File: src/rtl/core/ocp_pkg.sv
// Shared types and constants for the order crossover block.
`timescale 1ns / 1ps
`default_nettype none

package ocp_pkg;

    localparam int GENE_BITS   = 10;
    localparam int POS_BITS    = 4;
    localparam int CUT_BITS    = 4;
    localparam int TEAM_BITS   = 5;
    localparam int OFFSET_BITS = 4;
    localparam int PADDR_BITS  = 3;
    localparam int PDATA_BITS  = 32;

    // register indexes (paddr[2])
    localparam logic REG_TEAM_SIZE  = 1'b0;
    localparam logic REG_CUT_OFFSET = 1'b1;

    localparam logic [TEAM_BITS-1:0]   TEAM_SIZE_RST  = 5'd4;
    localparam logic [OFFSET_BITS-1:0] CUT_OFFSET_RST = 4'd3;

    typedef struct packed {
        logic [GENE_BITS-1:0] gene_a;
        logic [GENE_BITS-1:0] gene_b;
        logic [CUT_BITS-1:0]  cut_point;
        logic                 load_last;
    } t_in_word;

    typedef struct packed {
        logic [GENE_BITS-1:0] child_gene;
        logic [POS_BITS-1:0]  child_position;
        logic                 child_last;
    } t_out_word;

    typedef struct packed {
        logic [TEAM_BITS-1:0]   team_size;
        logic [OFFSET_BITS-1:0] cut_offset;
    } t_cfg;

endpackage

`default_nettype wire

File: src/rtl/core/order_crossover_permutation.sv
// Top level of the order-1 (OX1) permutation crossover block.
`timescale 1ns / 1ps
`default_nettype none

// Order-1 crossover of two parent chromosomes. Load words arrive one gene
// pair per cycle in position order and are taken every cycle while loading;
// the word flagged load_last also carries the cut point and starts the
// crossover. The input stalls until the whole child has been handed to the
// output register. Crossover steps: the second end is reduced mod team size
// (at most 8 subtracts), then the ends are ordered; then for each parent B
// gene read (at most team_size of them) one shared comparator walks the
// parent A segment one gene per cycle against the B gene; emission of each
// child gene is a registered store read, then an output load, which waits
// while the output stalls. The output register lets the next load start
// while the last child word is still waiting. Child places left unfilled
// (parent B with repeated genes) come out as gene 0. Registers: team_size
// at paddr 0 (reset 4, used clamped to 2..MAX_GENES), cut_offset at paddr 4
// (reset 3).
module order_crossover_permutation #(
    parameter int MAX_GENES = 16
) (
    input  wire logic                            i_clk,
    input  wire logic                            i_rst_n,
    // load channel
    input  wire logic                            i_in_valid,
    input  wire ocp_pkg::t_in_word               i_in_word,
    output      logic                            o_in_stall,
    // child gene channel
    output      logic                            o_out_valid,
    output      ocp_pkg::t_out_word              o_out_word,
    input  wire logic                            i_out_stall,
    // config port
    input  wire logic                            psel,
    input  wire logic                            penable,
    input  wire logic                            pwrite,
    input  wire logic [ocp_pkg::PADDR_BITS-1:0]  paddr,
    input  wire logic [ocp_pkg::PDATA_BITS-1:0]  pwdata,
    output      logic [ocp_pkg::PDATA_BITS-1:0]  prdata,
    output      logic                            pready
);

    ocp_pkg::t_cfg cfg;

    ocp_cfg_regs u_cfg (
        .i_clk   (i_clk),
        .i_rst_n (i_rst_n),
        .psel    (psel),
        .penable (penable),
        .pwrite  (pwrite),
        .paddr   (paddr),
        .pwdata  (pwdata),
        .prdata  (prdata),
        .pready  (pready),
        .o_cfg   (cfg)
    );

    // sequencer, gene stores and output register
    ocp_core #(
        .MAX_GENES (MAX_GENES)
    ) u_core (
        .i_clk       (i_clk),
        .i_rst_n     (i_rst_n),
        .i_cfg       (cfg),
        .i_in_valid  (i_in_valid),
        .i_in_word   (i_in_word),
        .o_in_stall  (o_in_stall),
        .o_out_valid (o_out_valid),
        .o_out_word  (o_out_word),
        .i_out_stall (i_out_stall)
    );

endmodule

`default_nettype wire

File: src/rtl/core/ocp_cfg_regs.sv
// APB-style configuration registers: team size and cut offset.
`timescale 1ns / 1ps
`default_nettype none

module ocp_cfg_regs (
    input  wire logic                                i_clk,
    input  wire logic                                i_rst_n,
    input  wire logic                                psel,
    input  wire logic                                penable,
    input  wire logic                                pwrite,
    input  wire logic [ocp_pkg::PADDR_BITS-1:0]      paddr,
    input  wire logic [ocp_pkg::PDATA_BITS-1:0]      pwdata,
    output      logic [ocp_pkg::PDATA_BITS-1:0]      prdata,
    output      logic                                pready,
    output      ocp_pkg::t_cfg                       o_cfg
);

    logic [ocp_pkg::TEAM_BITS-1:0]   r_team_size;
    logic [ocp_pkg::OFFSET_BITS-1:0] r_cut_offset;
    logic                            reg_sel;
    logic                            wr_en;

    assign reg_sel = paddr[2];
    assign wr_en   = psel & penable & pwrite & pready;
    assign pready  = 1'b1;

    always_ff @(posedge i_clk) begin
        if (!i_rst_n) begin
            r_team_size  <= ocp_pkg::TEAM_SIZE_RST;
            r_cut_offset <= ocp_pkg::CUT_OFFSET_RST;
        end else if (wr_en) begin
            case (reg_sel)
                ocp_pkg::REG_TEAM_SIZE:  r_team_size  <= pwdata[ocp_pkg::TEAM_BITS-1:0];
                ocp_pkg::REG_CUT_OFFSET: r_cut_offset <= pwdata[ocp_pkg::OFFSET_BITS-1:0];
                default: ;
            endcase
        end
    end

    always_comb begin
        case (reg_sel)
            ocp_pkg::REG_TEAM_SIZE:  prdata = ocp_pkg::PDATA_BITS'(r_team_size);
            ocp_pkg::REG_CUT_OFFSET: prdata = ocp_pkg::PDATA_BITS'(r_cut_offset);
            default:                 prdata = '0;
        endcase
    end

    assign o_cfg.team_size  = r_team_size;
    assign o_cfg.cut_offset = r_cut_offset;

endmodule

`default_nettype wire

File: src/rtl/core/ocp_core.sv
// Gene stores, crossover sequencer with shared compare unit, output register.
`timescale 1ns / 1ps
`default_nettype none

module ocp_core #(
    parameter int MAX_GENES = 16
) (
    input  wire logic                i_clk,
    input  wire logic                i_rst_n,
    input  wire ocp_pkg::t_cfg       i_cfg,
    input  wire logic                i_in_valid,
    input  wire ocp_pkg::t_in_word   i_in_word,
    output      logic                o_in_stall,
    output      logic                o_out_valid,
    output      ocp_pkg::t_out_word  o_out_word,
    input  wire logic                i_out_stall
);

    localparam int IW = $clog2(MAX_GENES);
    localparam int CW = $clog2(MAX_GENES + 1);
    localparam int SW = ((IW > ocp_pkg::CUT_BITS) ? IW : ocp_pkg::CUT_BITS) + 1;
    localparam int GB = ocp_pkg::GENE_BITS;

    typedef enum logic [5:0] {
        ST_LOAD  = 6'b000001,
        ST_MOD   = 6'b000010,
        ST_BREAD = 6'b000100,
        ST_CMP   = 6'b001000,
        ST_ERD   = 6'b010000,
        ST_EOUT  = 6'b100000
    } t_state;

    // gene stores
    logic [GB-1:0] r_mem_a [MAX_GENES];
    logic [GB-1:0] r_mem_b [MAX_GENES];
    logic [GB-1:0] r_mem_c [MAX_GENES];
    logic [GB-1:0] r_rd_a, r_rd_b, r_rd_c;

    t_state             r_state, n_state;
    logic [CW-1:0]      r_load_pos, n_load_pos;
    logic [CW-1:0]      r_n, n_n;
    logic [IW-1:0]      r_lo, n_lo;
    logic [IW-1:0]      r_hi, n_hi;
    logic [SW-1:0]      r_sum, n_sum;
    logic [IW-1:0]      r_idx, n_idx;
    logic [CW-1:0]      r_j, n_j;
    logic [IW-1:0]      r_k, n_k;
    logic [IW-1:0]      r_cur, n_cur;
    logic [CW-1:0]      r_fill, n_fill;
    logic               r_seen, n_seen;
    logic [IW-1:0]      r_p, n_p;
    logic               r_out_valid, n_out_valid;
    ocp_pkg::t_out_word r_out_word, n_out_word;

    logic          in_accept;
    logic          load_we;
    logic          child_we;
    logic [IW-1:0] a_raddr;
    logic [31:0]   ts_ext;
    logic [31:0]   cut_ext;
    logic [CW-1:0] team_n;
    logic [IW-1:0] cut_c;
    logic [IW-1:0] mod_h;
    logic [IW-1:0] hi_v;
    logic [IW-1:0] cur_v;
    logic [CW-1:0] fill_dist;
    logic          in_seg;
    logic          filled;
    logic          pos_last;

    assign in_accept = i_in_valid && !o_in_stall;
    assign o_in_stall = (r_state != ST_LOAD);

    // active team size from config and clamped cut from the load word
    assign ts_ext  = 32'(i_cfg.team_size);
    assign cut_ext = 32'(i_in_word.cut_point);
    assign team_n  = (ts_ext < 32'd2) ? CW'(2) :
                     (ts_ext > 32'(MAX_GENES)) ? CW'(MAX_GENES) : CW'(ts_ext);
    assign cut_c   = (cut_ext >= 32'(team_n)) ? IW'(team_n - CW'(1)) : IW'(cut_ext);

    assign mod_h = IW'(r_sum);

    // emit-side decode: segment, fill region (distance from hi, wrapping)
    assign in_seg    = (r_p >= r_lo) && (r_p < r_hi);
    assign fill_dist = (r_p >= r_hi) ? (CW'(r_p) - CW'(r_hi))
                                     : (CW'(r_p) + r_n - CW'(r_hi));
    assign filled    = fill_dist < r_fill;
    assign pos_last  = (CW'(r_p) == (r_n - CW'(1)));

    always_comb begin
        n_state     = r_state;
        n_load_pos  = r_load_pos;
        n_n         = r_n;
        n_lo        = r_lo;
        n_hi        = r_hi;
        n_sum       = r_sum;
        n_idx       = r_idx;
        n_j         = r_j;
        n_k         = r_k;
        n_cur       = r_cur;
        n_fill      = r_fill;
        n_seen      = r_seen;
        n_p         = r_p;
        n_out_valid = r_out_valid;
        n_out_word  = r_out_word;
        load_we     = 1'b0;
        child_we    = 1'b0;
        a_raddr     = r_lo;
        hi_v        = r_hi;
        cur_v       = r_cur;

        if (r_out_valid && !i_out_stall) begin
            n_out_valid = 1'b0;
        end

        case (r_state)
            ST_LOAD: begin
                if (in_accept) begin
                    load_we = (r_load_pos < CW'(MAX_GENES));
                    if (i_in_word.load_last) begin
                        n_load_pos = '0;
                        n_n        = team_n;
                        n_lo       = cut_c;
                        n_sum      = SW'(cut_c) + SW'(i_cfg.cut_offset);
                        n_state    = ST_MOD;
                    end else if (load_we) begin
                        n_load_pos = r_load_pos + CW'(1);
                    end
                end
            end
            ST_MOD: begin
                // second end mod team size by repeated subtract
                if (r_sum >= SW'(r_n)) begin
                    n_sum = r_sum - SW'(r_n);
                end else begin
                    if (r_lo > mod_h) begin
                        n_lo = mod_h;
                        hi_v = r_lo;
                    end else begin
                        hi_v = mod_h;
                    end
                    n_hi    = hi_v;
                    n_idx   = hi_v;
                    n_cur   = hi_v;
                    n_j     = '0;
                    n_fill  = '0;
                    n_state = ST_BREAD;
                end
            end
            ST_BREAD: begin
                n_k     = r_lo;
                n_seen  = 1'b0;
                n_state = ST_CMP;
            end
            ST_CMP: begin
                if (r_k != r_hi) begin
                    a_raddr = r_k + IW'(1);
                    n_k     = r_k + IW'(1);
                    n_seen  = r_seen | (r_rd_a == r_rd_b);
                end else begin
                    if (!r_seen) begin
                        child_we = 1'b1;
                        cur_v    = (CW'(r_cur) == (r_n - CW'(1))) ? '0 : (r_cur + IW'(1));
                        n_fill   = r_fill + CW'(1);
                    end
                    n_cur = cur_v;
                    if ((cur_v == r_lo) || (r_j == (r_n - CW'(1)))) begin
                        n_p     = '0;
                        n_state = ST_ERD;
                    end else begin
                        n_j     = r_j + CW'(1);
                        n_idx   = (CW'(r_idx) == (r_n - CW'(1))) ? '0 : (r_idx + IW'(1));
                        n_state = ST_BREAD;
                    end
                end
            end
            ST_ERD: begin
                a_raddr = r_p;
                n_state = ST_EOUT;
            end
            ST_EOUT: begin
                a_raddr = r_p;
                if (!r_out_valid || !i_out_stall) begin
                    n_out_valid = 1'b1;
                    n_out_word.child_gene     = in_seg ? r_rd_a : (filled ? r_rd_c : '0);
                    n_out_word.child_position = ocp_pkg::POS_BITS'(r_p);
                    n_out_word.child_last     = pos_last;
                    if (pos_last) begin
                        n_state = ST_LOAD;
                    end else begin
                        n_p     = r_p + IW'(1);
                        n_state = ST_ERD;
                    end
                end
            end
            default: begin
                n_state = ST_LOAD;
            end
        endcase
    end

    always_ff @(posedge i_clk) begin
        if (!i_rst_n) begin
            r_state     <= ST_LOAD;
            r_load_pos  <= '0;
            r_out_valid <= 1'b0;
        end else begin
            r_state     <= n_state;
            r_load_pos  <= n_load_pos;
            r_out_valid <= n_out_valid;
        end
    end

    always_ff @(posedge i_clk) begin
        r_n        <= n_n;
        r_lo       <= n_lo;
        r_hi       <= n_hi;
        r_sum      <= n_sum;
        r_idx      <= n_idx;
        r_j        <= n_j;
        r_k        <= n_k;
        r_cur      <= n_cur;
        r_fill     <= n_fill;
        r_seen     <= n_seen;
        r_p        <= n_p;
        r_out_word <= n_out_word;
    end

    // stores: one write port each, registered read
    always_ff @(posedge i_clk) begin
        if (load_we) begin
            r_mem_a[r_load_pos[IW-1:0]] <= i_in_word.gene_a;
            r_mem_b[r_load_pos[IW-1:0]] <= i_in_word.gene_b;
        end
        if (child_we) begin
            r_mem_c[r_cur] <= r_rd_b;
        end
        r_rd_a <= r_mem_a[a_raddr];
        r_rd_b <= r_mem_b[r_idx];
        r_rd_c <= r_mem_c[r_p];
    end

    assign o_out_valid = r_out_valid;
    assign o_out_word  = r_out_word;

endmodule

`default_nettype wire

File: config.mk
export PLATFORM = sky130hd
export DESIGN_NAME = order_crossover_permutation
export DESIGN_NICKNAME = d
export VERILOG_FILES = /design/src/rtl/core/ocp_pkg.sv /design/src/rtl/core/order_crossover_permutation.sv /design/src/rtl/core/ocp_cfg_regs.sv /design/src/rtl/core/ocp_core.sv
export SDC_FILE = /design/constraint.sdc
export NUM_CORES = 1
export LEC_CHECK = 0
export ABC_AREA = 0
export BUFFER_PORTS_ARGS = -buffer_cell sky130_fd_sc_hd__buf_2
export CELL_PAD_IN_SITES_DETAIL_PLACEMENT = 1
export CELL_PAD_IN_SITES_GLOBAL_PLACEMENT = 1
export CORE_UTILIZATION = 35
export CTS_BUF_LIST = sky130_fd_sc_hd__clkbuf_2 sky130_fd_sc_hd__clkbuf_4 sky130_fd_sc_hd__clkbuf_8
export DETAILED_ROUTE_END_ITERATION = 10
export GPL_TIMING_DRIVEN = 0
export PLACE_DENSITY_LB_ADDON = 0.1
export SKIP_LAST_GASP = 1
export SYNTH_ARGS = -nofsm -noshare
export SYNTH_HDL_FRONTEND = slang
export SYNTH_HIERARCHICAL = 1
export SYNTH_SLANG_ARGS = --single-unit
File: constraint.sdc
create_clock -name i_clk -period 4.1 [get_ports i_clk]
set_input_delay 0.41 -clock i_clk [delete_from_list [all_inputs] [get_ports i_clk]]
set_output_delay 0.41 -clock i_clk [all_outputs]
set_load 0.03 [all_outputs]
==> summary.md <==
| Metric | Value |
|---|---|
| CP Data Required Time | 4.63 ns |
| Reg2reg path depth | 16 |
| CP Capture Type | flop |
| Clock Latency Late Sink | 0.72 ns |
| Overall power | 15.0 mW |
| Routed Antenna Nets | 0 |
| Vias in the first global route | 14900 |
| Post-synth EDFFs | 540 |
| DRT Pass-1 Iters | 5 |
| Filler cell count | 6977 |
| Sink Count | 591 |
| Startpoint Class | flop |
| Port Buffer Count | 59 |
| Via count | 14000 |
| WS Path Type | reg2reg |
| Share of cells above drive strength 1 | 22.9% |
| Slew @ Worst Pin | 1.33 ns |
| Pwr Density | 515 mW/mm² |
| Top-count cell post-synth | edfxtp_1 |
| WP data arrival | 4.35 ns |
| Synth top cells by count | 540 x edfxtp_1, 108 x nand2_1, 102 x mux2i_1 |
| Outcome | finished, final reports clean |
| CTS Root Cell | clkbuf_8 |
| Worst R2R Setup Slack | 0.28 ns |
| Nets | 1860 |
| Synthesized area | 0.0249 mm² |
| Tcrit/Tclk final | 93.3% |
| Layout area overhead | 16.5% |
| CTS max path bufs | 3 |
| Final WL | 65600 µm |
| Row Count | 97 |
| Flops & latches, synth | 591 |
| Max VDD drop | 0.281 mV |
| Initial antenna violation count | 4 |
| Routed wire per std cell | 23.7 µm |
| Pin count of the biggest net entering global routing | 22 |
| DRT iter0 DRCs | 732 |
| Worst-path clk slew | 0.06 ns |
| Yosys Warn Count | 6 |
| Dpl ws | -1.50 ns |
| Via/cell ratio | 5.06 |
| Area leader, netlist | edfxtp_1 |
| Mapped Cells | 1525 |
| Final Hold Vio Count | 0 |
| Util after Layout | 41.3% |
| Async set-reset flop share out of synthesis | 0% |
| Die extent in x | 269 µm |
| WHS Path Cells | 1 |
| CTS Buf Count | 101 |
| Sequential area share after synthesis | 69.1% |
| Crit Reg-Reg Startpoint | u_core/r_p[0] |
| Synth Flop Type | edfxtp_1 |
| Reg-to-Reg End | u_core/o_out_word[6] |
| Total I/O pin count | 117 |
| Die Ht | 269 µm |
| Hold path startpoint | i_in_word[20] |
| Max-Cap Viols | 0 |
| Final WS setup | 0.275 ns |
| Post-Layout Inst Area | 0.0290 mm² |
| Share of the synthesized area in the top cell type | 65.0% |
| Final setup viols | 0 |
| First-pass GRT wire length | 96300 µm |
| GPL Wtd Cong | 0.771 |
| H-tree depth | 3 |
| Headroom to the max-slew limit | 10.9% |
| Remaining Overflow, GRT | 0 |
| Gr usage total | 18.5% |
| Synth Area per Inst | 16.4 µm² |
| Critical-path maximum fanout | 18 |
| TritonCTS clock tree | done |
| Distinct cells, synth | 73 |
| Synth area leaders | edfxtp_1 65%, mux4_2 6.3%, dfxtp_1 4.1% |
| Initial core utilization | 35.5% |
| Core footprint | 0.0703 mm² |
| Fmax | 261 MHz |
| Die area | 0.0723 mm² |
| Hold Path Class | in2reg |
| Tmin final | 3.82 ns |
| Remaining DRCs | 0 |
| Fin Clk Skew | 0.0734 ns |
| Placed Area | 0.0268 mm² |
| Leak | 10.1 nW |
| Fin. max-slew vios | 0 |
| HPWL after DPL | 44100 µm |
| Worst Hold Path EP | u_core/r_mem_a[8][5] |
sequential cells by signal (all words and copies together), names as in the netlist, 5 cells and up:
name               count
u_core/r_rd_a         10
u_core/r_rd_c         10
u_core/r_load_pos      5
u_core/o_out_word     15
u_core/r_n             5
u_core/r_mem_a       160
u_core/r_state         6
u_core/r_fill          5
u_core/r_sum           5
u_core/r_rd_b         10
u_core/r_mem_b       160
u_cfg/r_team_size      5
u_core/r_mem_c       160
u_core/r_j             5
critical path: stages, from the launching register on:
cell and delay (ns):
edfxtp_1 0.41, buf_6 0.28, inv_1 0.11, ha_1 0.39
inv_1 0.07, ha_1 0.21, fa_1 0.47, a21o_1 0.19
a21oi_1 0.17, xnor2_1 0.14, a21oi_1 0.09, ha_1 0.31
a21oi_1 0.15, o21ai_0 0.16, a21oi_4 0.16, buf_12 0.15
a22o_1 0.20
how the worst max path moves through the flow:
stage	endpoint	from	depth (start not counted)
final	u_core/o_out_word[6]	u_core/r_p[0]	16
after global routing	u_core/o_out_word[7]	u_core/r_p[0]	16
after CTS	u_core/o_out_word[7]	u_core/r_p[2]	16
after detailed placement	u_core/o_out_word[7]	u_core/r_p[1]	17
after global placement	u_core/r_mem_a[0][2]	u_core/r_state[0]	6
after floorplan	u_core/o_out_word[10]	u_core/r_p[0]	16
through the flow:
step                      std cells  hold WS (ns)  setup TNS [ns]
final                          2765        0.0992               0
after global routing           2764        0.0700        -0.00371
after CTS                      2758        0.0260               0
after detailed placement       2564         0.496          -14.35
after global placement         2550         0.499         -264.16
after floorplan                1551         0.449               0
placed cells by master (no fill, tap or decap), types with 28 or more instances in the layout:
| master | instances |
|---|---|
| a21oi_1 | 31 |
| a22oi_1 | 30 |
| buf_2 | 62 |
| buf_4 | 42 |
| clkbuf_1 | 32 |
| clkbuf_4 | 31 |
| clkbuf_8 | 108 |
| clkinv_1 | 29 |
| conb_1 | 28 |
| dfxtp_1 | 51 |
| edfxtp_1 | 540 |
| ha_1 | 47 |
| inv_1 | 52 |
| mux2i_1 | 102 |
| mux4_2 | 70 |
| nand2_1 | 108 |
| nor2_1 | 46 |
| o21ai_0 | 39 |
| xnor2_1 | 38 |
cell families after synthesis:
group	count (synthesis)	synth area share (%)
DFF	591	69.1
other	2	0.0301
xor gates and xnor gates	65	2.34
muxes	188	11.1
AOI/OAI and AO/OA	202	5.93
adders and majority gates	55	2.96
buffers and inverters	142	2.78
and+or+nand+nor	280	5.70
repair_timing:
action / CTS / global route
hold buffers: 6 / 0
endpoints found under the hold margin: 10 / 0
buffers inserted: 2 / 7
resized for setup: 12 / 6
endpoints found under the setup margin: 10 / 13
where the power goes:
part	leakage [nW]	total, mW	switching [mW]	internal [mW]
Sequential	5.30	7.22	0.288	6.93
Combinational	3.70	2.40	1.51	0.892
Clock	1.08	5.33	2.42	2.91
Total	10.1	15.0	4.22	10.7
area by class of cell:
class | count | area [µm²] | share of cell area, %
antenna | 2 | 5.00 | 0.0172
buffer | 86 | 494 | 1.70
clock buffer | 138 | 1710 | 5.89
clock inverter | 49 | 330 | 1.14
inverter | 53 | 203 | 0.698
multi-input combinational | 818 | 7270 | 25.0
sequential | 591 | 17200 | 59.4
tap | 940 | 1180 | 4.05
timing repair buffer | 88 | 611 | 2.10
routing by layer:
layer  global-route usage (%)  routed length, µm  up-vias  part of all wire, %
li1                         -                  -     6318                    -
met1                     24.4              29500     7287                   45
met2                     30.6              31600      288                   48
met3                     3.51               2780      101                  4.2
met4                     6.42               1650        0                  2.5
met5                        0                  0        -                    0
No activity file was read; power rests on OpenSTA's default activity.
